[src/sv/art_pkg.sv]
`default_nettype none

package art_pkg;

	localparam int TABLE_LEN  = 24;
	localparam int ATAN_W     = 22;
	localparam int ANGLE_W    = 24;
	localparam int VEC_W      = 27;
	localparam int SAMPLE_W   = 16;
	localparam int WIDE_W     = 17;
	localparam int PRESCALE   = 8;
	localparam int FRAC_DROP  = 8;
	localparam int ROUND_HALF = 128;
	localparam int HALF_TURN  = 23040;
	localparam int THRESH_W   = 15;

	// Arctangent of 2^-i in degrees scaled by 2^15, rounded.
	localparam logic [ATAN_W-1:0] ATAN_TABLE [0:TABLE_LEN-1] = '{
		22'd1474560, 22'd870484, 22'd459940, 22'd233473,
		22'd117189,  22'd58652,  22'd29333,  22'd14667,
		22'd7334,    22'd3667,   22'd1833,   22'd917,
		22'd458,     22'd229,    22'd115,    22'd57,
		22'd29,      22'd14,     22'd7,      22'd4,
		22'd2,       22'd1,      22'd0,      22'd0
	};

	typedef enum logic [1:0] {
		BASE_ZERO = 2'b00,
		BASE_POS  = 2'b01,
		BASE_NEG  = 2'b10
	} base_t;

	typedef struct packed {
		logic                       y_zero;
		base_t                      base;
		logic signed [VEC_W-1:0]    x;
		logic signed [VEC_W-1:0]    y;
		logic signed [ANGLE_W-1:0]  acc;
	} cordic_t;

endpackage

`default_nettype wire

[src/sv/art_cordic_stage.sv]
`default_nettype none

module art_cordic_stage #(
	parameter int unsigned SHIFT = 0
) (
	input  wire               clk,
	input  wire               arst_n,
	input  wire               en,
	input  wire               in_valid,
	input  wire art_pkg::cordic_t in_data,
	output logic              out_valid,
	output art_pkg::cordic_t  out_data
);
	import art_pkg::*;

	logic signed [ANGLE_W-1:0] step;
	logic signed [VEC_W-1:0]   xs;
	logic signed [VEC_W-1:0]   ys;
	cordic_t                   nxt;
	cordic_t                   data_s1;
	logic                      valid_s1;

	assign step = signed'(ANGLE_W'(ATAN_TABLE[SHIFT]));
	assign xs   = in_data.x >>> SHIFT;
	assign ys   = in_data.y >>> SHIFT;

	always_comb begin
		nxt = in_data;
		if (!in_data.y[VEC_W-1]) begin
			nxt.x   = in_data.x + ys;
			nxt.y   = in_data.y - xs;
			nxt.acc = in_data.acc + step;
		end else begin
			nxt.x   = in_data.x - ys;
			nxt.y   = in_data.y + xs;
			nxt.acc = in_data.acc - step;
		end
	end

	always_ff @(posedge clk or negedge arst_n) begin
		if (!arst_n) begin
			valid_s1 <= 1'b0;
		end else if (en) begin
			valid_s1 <= in_valid;
		end
	end

	always_ff @(posedge clk) begin
		if (en && in_valid) begin
			data_s1 <= nxt;
		end
	end

	assign out_valid = valid_s1;
	assign out_data  = data_s1;

endmodule

`default_nettype wire

[src/sv/accel_roll_tilt_alert_unit.sv]
// Roll angle atan2(y, z) in 1/128 degree with a tilt alert flag.
// The pipeline has one register per CORDIC micro-rotation (iterations capped at 24)
// plus prepare, round and output registers, the first loaded at the accepting edge.
// Throughput: one transaction per cycle; each stage holds its item on a stall.
// Reset (arst_n low, asynchronous): pipeline empties, threshold returns to 5760.
`default_nettype none

module accel_roll_tilt_alert_unit #(
	parameter int ANGLE_ITERATIONS = 16
) (
	input  wire         clk,
	input  wire         arst_n,
	input  wire         cfg_valid,
	output logic        cfg_ready,
	input  wire  [14:0] cfg_data,      // alert_threshold
	input  wire         s_axis_tvalid,
	output logic        s_axis_tready,
	input  wire  [31:0] s_axis_tdata,  // accel_y [15:0], accel_z [31:16]
	output logic        m_axis_tvalid,
	input  wire         m_axis_tready,
	output logic [15:0] m_axis_tdata,  // roll_deg [15:0]
	output logic [0:0]  m_axis_tuser   // tilt_alert [0]
);
	import art_pkg::*;

	localparam int NITER = (ANGLE_ITERATIONS > TABLE_LEN) ? TABLE_LEN : ANGLE_ITERATIONS;

	logic [THRESH_W-1:0] thr_q;

	logic signed [WIDE_W-1:0] y_in;
	logic signed [WIDE_W-1:0] z_in;
	logic signed [WIDE_W-1:0] y_rot;
	logic signed [WIDE_W-1:0] z_rot;
	cordic_t                  prep;

	logic    v_s1;
	cordic_t d_s1;

	wire          [NITER:0] v_c;
	wire cordic_t           d_c [0:NITER];
	logic         [NITER:0] en_c;

	logic                       en_o;
	logic                       en_s2;
	logic signed [ANGLE_W-1:0]  rnd_full;
	logic signed [WIDE_W-1:0]   base_val;
	logic signed [WIDE_W-1:0]   ang_nxt;
	logic                       v_s2;
	logic signed [WIDE_W-1:0]   ang_s2;

	logic signed [SAMPLE_W-1:0] sat;
	logic        [SAMPLE_W-1:0] mag;

	assign cfg_ready = 1'b1;

	always_ff @(posedge clk or negedge arst_n) begin
		if (!arst_n) begin
			thr_q <= THRESH_W'(5760);
		end else if (cfg_valid) begin
			thr_q <= cfg_data;
		end
	end

	// Fold the left half plane onto the right one and prescale the samples.
	always_comb begin
		y_in  = {s_axis_tdata[15], s_axis_tdata[15:0]};
		z_in  = {s_axis_tdata[31], s_axis_tdata[31:16]};
		y_rot = y_in;
		z_rot = z_in;
		prep  = '0;
		prep.base = BASE_ZERO;
		if (z_in[WIDE_W-1]) begin
			y_rot = -y_in;
			z_rot = -z_in;
			prep.base = y_in[WIDE_W-1] ? BASE_NEG : BASE_POS;
		end
		prep.y_zero = (y_in == '0);
		prep.x      = {{(VEC_W-WIDE_W-PRESCALE){z_rot[WIDE_W-1]}}, z_rot, PRESCALE'(0)};
		prep.y      = {{(VEC_W-WIDE_W-PRESCALE){y_rot[WIDE_W-1]}}, y_rot, PRESCALE'(0)};
		prep.acc    = '0;
	end

	always_comb begin
		en_o         = !m_axis_tvalid || m_axis_tready;
		en_s2        = !v_s2 || en_o;
		en_c[NITER]  = !v_c[NITER] || en_s2;
		for (int k = NITER - 1; k >= 0; k--) begin
			en_c[k] = !v_c[k] || en_c[k+1];
		end
	end

	assign s_axis_tready = en_c[0];

	always_ff @(posedge clk or negedge arst_n) begin
		if (!arst_n) begin
			v_s1 <= 1'b0;
		end else if (en_c[0]) begin
			v_s1 <= s_axis_tvalid;
		end
	end

	always_ff @(posedge clk) begin
		if (en_c[0] && s_axis_tvalid) begin
			d_s1 <= prep;
		end
	end

	assign v_c[0] = v_s1;
	assign d_c[0] = d_s1;

	for (genvar j = 0; j < NITER; j++) begin : g_rot
		art_cordic_stage #(
			.SHIFT (j)
		) u_stage (
			.clk       (clk),
			.arst_n    (arst_n),
			.en        (en_c[j+1]),
			.in_valid  (v_c[j]),
			.in_data   (d_c[j]),
			.out_valid (v_c[j+1]),
			.out_data  (d_c[j+1])
		);
	end

	always_comb begin
		rnd_full = (d_c[NITER].acc + ANGLE_W'(ROUND_HALF)) >>> FRAC_DROP;
		case (d_c[NITER].base)
			BASE_POS: base_val = WIDE_W'(HALF_TURN);
			BASE_NEG: base_val = -WIDE_W'(HALF_TURN);
			default:  base_val = '0;
		endcase
		if (d_c[NITER].y_zero) begin
			ang_nxt = base_val;
		end else begin
			ang_nxt = WIDE_W'(rnd_full) + base_val;
		end
	end

	always_ff @(posedge clk or negedge arst_n) begin
		if (!arst_n) begin
			v_s2 <= 1'b0;
		end else if (en_s2) begin
			v_s2 <= v_c[NITER];
		end
	end

	always_ff @(posedge clk) begin
		if (en_s2 && v_c[NITER]) begin
			ang_s2 <= ang_nxt;
		end
	end

	always_comb begin
		if (ang_s2 > WIDE_W'(HALF_TURN)) begin
			sat = SAMPLE_W'(HALF_TURN);
		end else if (ang_s2 < -WIDE_W'(HALF_TURN)) begin
			sat = -SAMPLE_W'(HALF_TURN);
		end else begin
			sat = SAMPLE_W'(ang_s2);
		end
		mag = sat[SAMPLE_W-1] ? SAMPLE_W'(-sat) : SAMPLE_W'(sat);
	end

	always_ff @(posedge clk or negedge arst_n) begin
		if (!arst_n) begin
			m_axis_tvalid <= 1'b0;
		end else if (en_o) begin
			m_axis_tvalid <= v_s2;
		end
	end

	always_ff @(posedge clk) begin
		if (en_o && v_s2) begin
			m_axis_tdata <= sat;
			m_axis_tuser <= (mag > {1'b0, thr_q});
		end
	end

	a_range: assert property (@(posedge clk) disable iff (!arst_n)
		m_axis_tvalid |-> ($signed(m_axis_tdata) <= HALF_TURN
			&& $signed(m_axis_tdata) >= -HALF_TURN))
		else $error("roll angle out of range");

	a_alert_nonzero: assert property (@(posedge clk) disable iff (!arst_n)
		(m_axis_tvalid && m_axis_tuser[0]) |-> (m_axis_tdata != '0))
		else $error("alert raised for a zero angle");

	a_ready_when_empty: assert property (@(posedge clk) disable iff (!arst_n)
		!m_axis_tvalid |-> s_axis_tready)
		else $error("input stalled while the output register is empty");

endmodule

`default_nettype wire

[config.mk]
export PLATFORM = sky130hd
export DESIGN_NAME = accel_roll_tilt_alert_unit
export DESIGN_NICKNAME = d
export VERILOG_FILES = /design/src/sv/art_pkg.sv /design/src/sv/art_cordic_stage.sv /design/src/sv/accel_roll_tilt_alert_unit.sv
export SDC_FILE = /design/constraint.sdc
export NUM_CORES = 2
export LEC_CHECK = 0
export BUFFER_PORTS_ARGS = -buffer_cell sky130_fd_sc_hd__buf_2
export CAP_MARGIN = 20
export CORE_ASPECT_RATIO = 1.1
export CORE_MARGIN = 3
export CORE_UTILIZATION = 25
export DETAILED_ROUTE_END_ITERATION = 10
export GPL_TIMING_DRIVEN = 0
export PLACE_DENSITY = 0.5
export SYNTH_ARGS = -nofsm -noshare
export SYNTH_HDL_FRONTEND = slang
export SYNTH_HIERARCHICAL = 1
export SYNTH_SLANG_ARGS = --single-unit
[constraint.sdc]
create_clock -name clk -period 3.75 [get_ports clk]
set_input_delay 0 -clock clk [delete_from_list [all_inputs] [get_ports clk]]
set_output_delay 0 -clock clk [all_outputs]
set_load 0.1 [all_outputs]
==> impl_summary.md <==
Cells and area
In the layout the commonest cells are 1238 x edfxtp_1, 1085 x ha_1, 1067 x a21oi_1. Of the cells placed in the final design, the portion with a size suffix greater than 1 is 0.160. The post-layout instance area is 136000 um^2. The count of cells in the finished layout, fillers not included, comes to 18.8k. The count of nets after finishing is 14.1k. Leaving out fill and tap cells, the most frequent cell in the layout is edfxtp_1. The post-synthesis to final-layout area growth is 22.3%.

Critical path
The data arrival time at the worst-slack endpoint is 4.59 ns. The required time of the critical path is 4.33 ns. The category of the most critical setup path is reg2reg.

The kind of start point of the critical path is a register. STA classifies the critical path endpoint as a register. Along the worst path, the maximum fanout reaches 6.

Floorplan
72 I/O pins were placed. In this run the core area contains 256 standard-cell rows. The y dimension of the die is 705 um. The die is 642 um wide. The floorplan die area is 453000 um^2. The core area is 442000 um^2. The initial core utilization is 0.251.

Yosys
The cell count after synthesis is 11.8k. For this run, the number of Yosys warnings is 6. The synthesized netlist occupies a cell area of 111000 um^2. Averaged over all synthesized cells, the footprint is 9.40 um^2.

STA
The transition at the pin with the smallest max-transition slack is 0.989 ns. The setup skew after layout is 0.0362 ns. In the finished design, the share of the clock period the worst path needs comes to 1.07. The summed negative setup slack over all endpoints is -1.52 ns. Setup repair after global routing could not meet its margin everywhere. Setup slack on the critical path of the routed design comes to -0.254 ns.

The final hold violation count was 0. In this run the tightest slew margin relative to its limit is 0.341. Counting I/O delays and the setup requirement, the final critical path takes 4.00 ns. The fmax is 0.250 GHz.

The setup-violating endpoint count in the final report is 20. The count of pins over their slew limit came to 0.

Routing
The detailed-router iteration count before antenna repair is 6. Dividing the detail-routed wire length by the instance count gives 17.2 um. The detailed-route DRC error count is 0. In the routed layout, each cell is associated on average with a via count of 4.86. Wires add up to 324000 um. The count of nets left with antenna violations once routing finished came out at 0. The DRC violation total after the first TritonRoute iteration is 5055. For this block, the via count after detailed routing is 91.6k.

Global routing
For this run, the total global-route usage over all layers was measured as 0.135. The global-route wire length before repair is 501000 um. Entering global routing, the biggest net connects 73 pins. The overall overflow remaining after global route is 0. The number of antenna violations at the first check in global routing is 5. The via count of the first global-routing pass is 90.1k.

Clocking
The maximum level of the CTS H-tree is 4. No sink is reached through more buffers than the 4 on the longest clock path. The clock sink count is 1272. The insertion delay to the later sink of the worst-skew pair is 0.84 ns. The CTS tree is built. The buffer type at the clock tree root is clkbuf_16. After clock tree synthesis, the clock-pin slew on the worst setup and hold paths is 0.06 ns. In this run, CTS created clock tree buffers numbering 160.

Place
Detailed placement finished with a half-perimeter wire length of 250000 um. Buffers placed on the I/O ports in this run total 68. In this run, placement finished with an instance count of 17.9k. The cell area reported after detailed placement is 120000 um^2. The global placer's final weighted congestion is 0.895.

Status
The final reports fail on negative setup slack. The run finished, with violations left.

Worst hold path
The class of the worst hold path is in2reg.

Job
Across the run, the number of max-cap violations was 0.
-- layout make-up --
class | instances | area, um^2
timing repair buffer | 803 | 6800
multi-input combinational | 9814 | 75700
fill | 46000 | 306000
clock inverter | 72 | 672
inverter | 551 | 2110
buffer | 195 | 975
clock buffer | 205 | 4380
antenna | 2 | 5.00
tap | 5934 | 7420
sequential | 1272 | 38000
-- final timing paths --
path	start	depth (start not counted)	endpoint	slack (ns)
worst max register to register	g_rot[8].u_stage/out_data[70]$_DFFE_PP_	12	g_rot[9].u_stage/out_data[50]$_DFFE_PP_	-0.25
worst max-delay path	g_rot[8].u_stage/out_data[70]$_DFFE_PP_	12	g_rot[9].u_stage/out_data[50]$_DFFE_PP_	-0.25
worst min-delay path	m_axis_tready	4	m_axis_tvalid$_DFFE_PN0P_	0.07
max in group asynchronous	arst_n	4	v_s1$_DFFE_PN0P_	3.12
worst min register to register	g_rot[1].u_stage/out_data[1]$_DFFE_PP_	0	g_rot[2].u_stage/out_data[1]$_DFFE_PP_	0.41
min in group asynchronous	arst_n	3	thr_q[12]$_DFFE_PN1P_	0.35
-- critical path: stages (launching register included) --
cell,delay (ns)
edfxtp_1,0.39
or4_4,0.55
or4b_4,0.50
or3_4,0.37
nor2_1,0.11
nor2_1,0.08
nand2_2,0.15
nand2_1,0.12
ha_4,0.36
nand4_1,0.13
or4_1,0.53
o32a_1,0.22
a211o_1,0.27
-- flip-flops by register name (all words and copies together) (netlist names) --
register / count
m_axis_tdata: 16
d_c: 37
ang_s2: 17
m_axis_tuser: 1
thr_q: 15
g_rot.u_stage/out_valid: 16
m_axis_tvalid: 1
v_s2: 1
v_s1: 1
g_rot.u_stage/out_data: 1167
-- metal layers --
metal	global-route usage	share of wire	wire length, um	up-vias
met4	0.0498	0.042	13500	0
met2	0.254	0.51	167000	1671
li1	-	-	-	46000
met5	0	0	0	-
met3	0.0141	0.030	9830	583
met1	0.157	0.41	134000	43400
-- timing repair --
item,4_1_cts,5_1_grt
cloned,0,1
endpoints found under the hold margin,91,0
resized for setup,563,737
hold buffers,137,0
pin swaps,208,408
endpoints found under the setup margin,682,266
setup buffers,307,275
-- metrics by stage --
stage,worst slack [ns],hold WS [ns],util
after floorplan,-0.233,-0.296,-
after global placement,-1.97,0.207,0.270
after detailed placement,-1.96,0.208,0.271
after CTS,-0.205,0.00257,0.296
after global routing,-0.361,0.0490,0.308
final,-0.254,0.0706,0.308
Power is not shown: default switching activity piles up to over one toggle a cycle in this logic, so the estimate is an artifact.
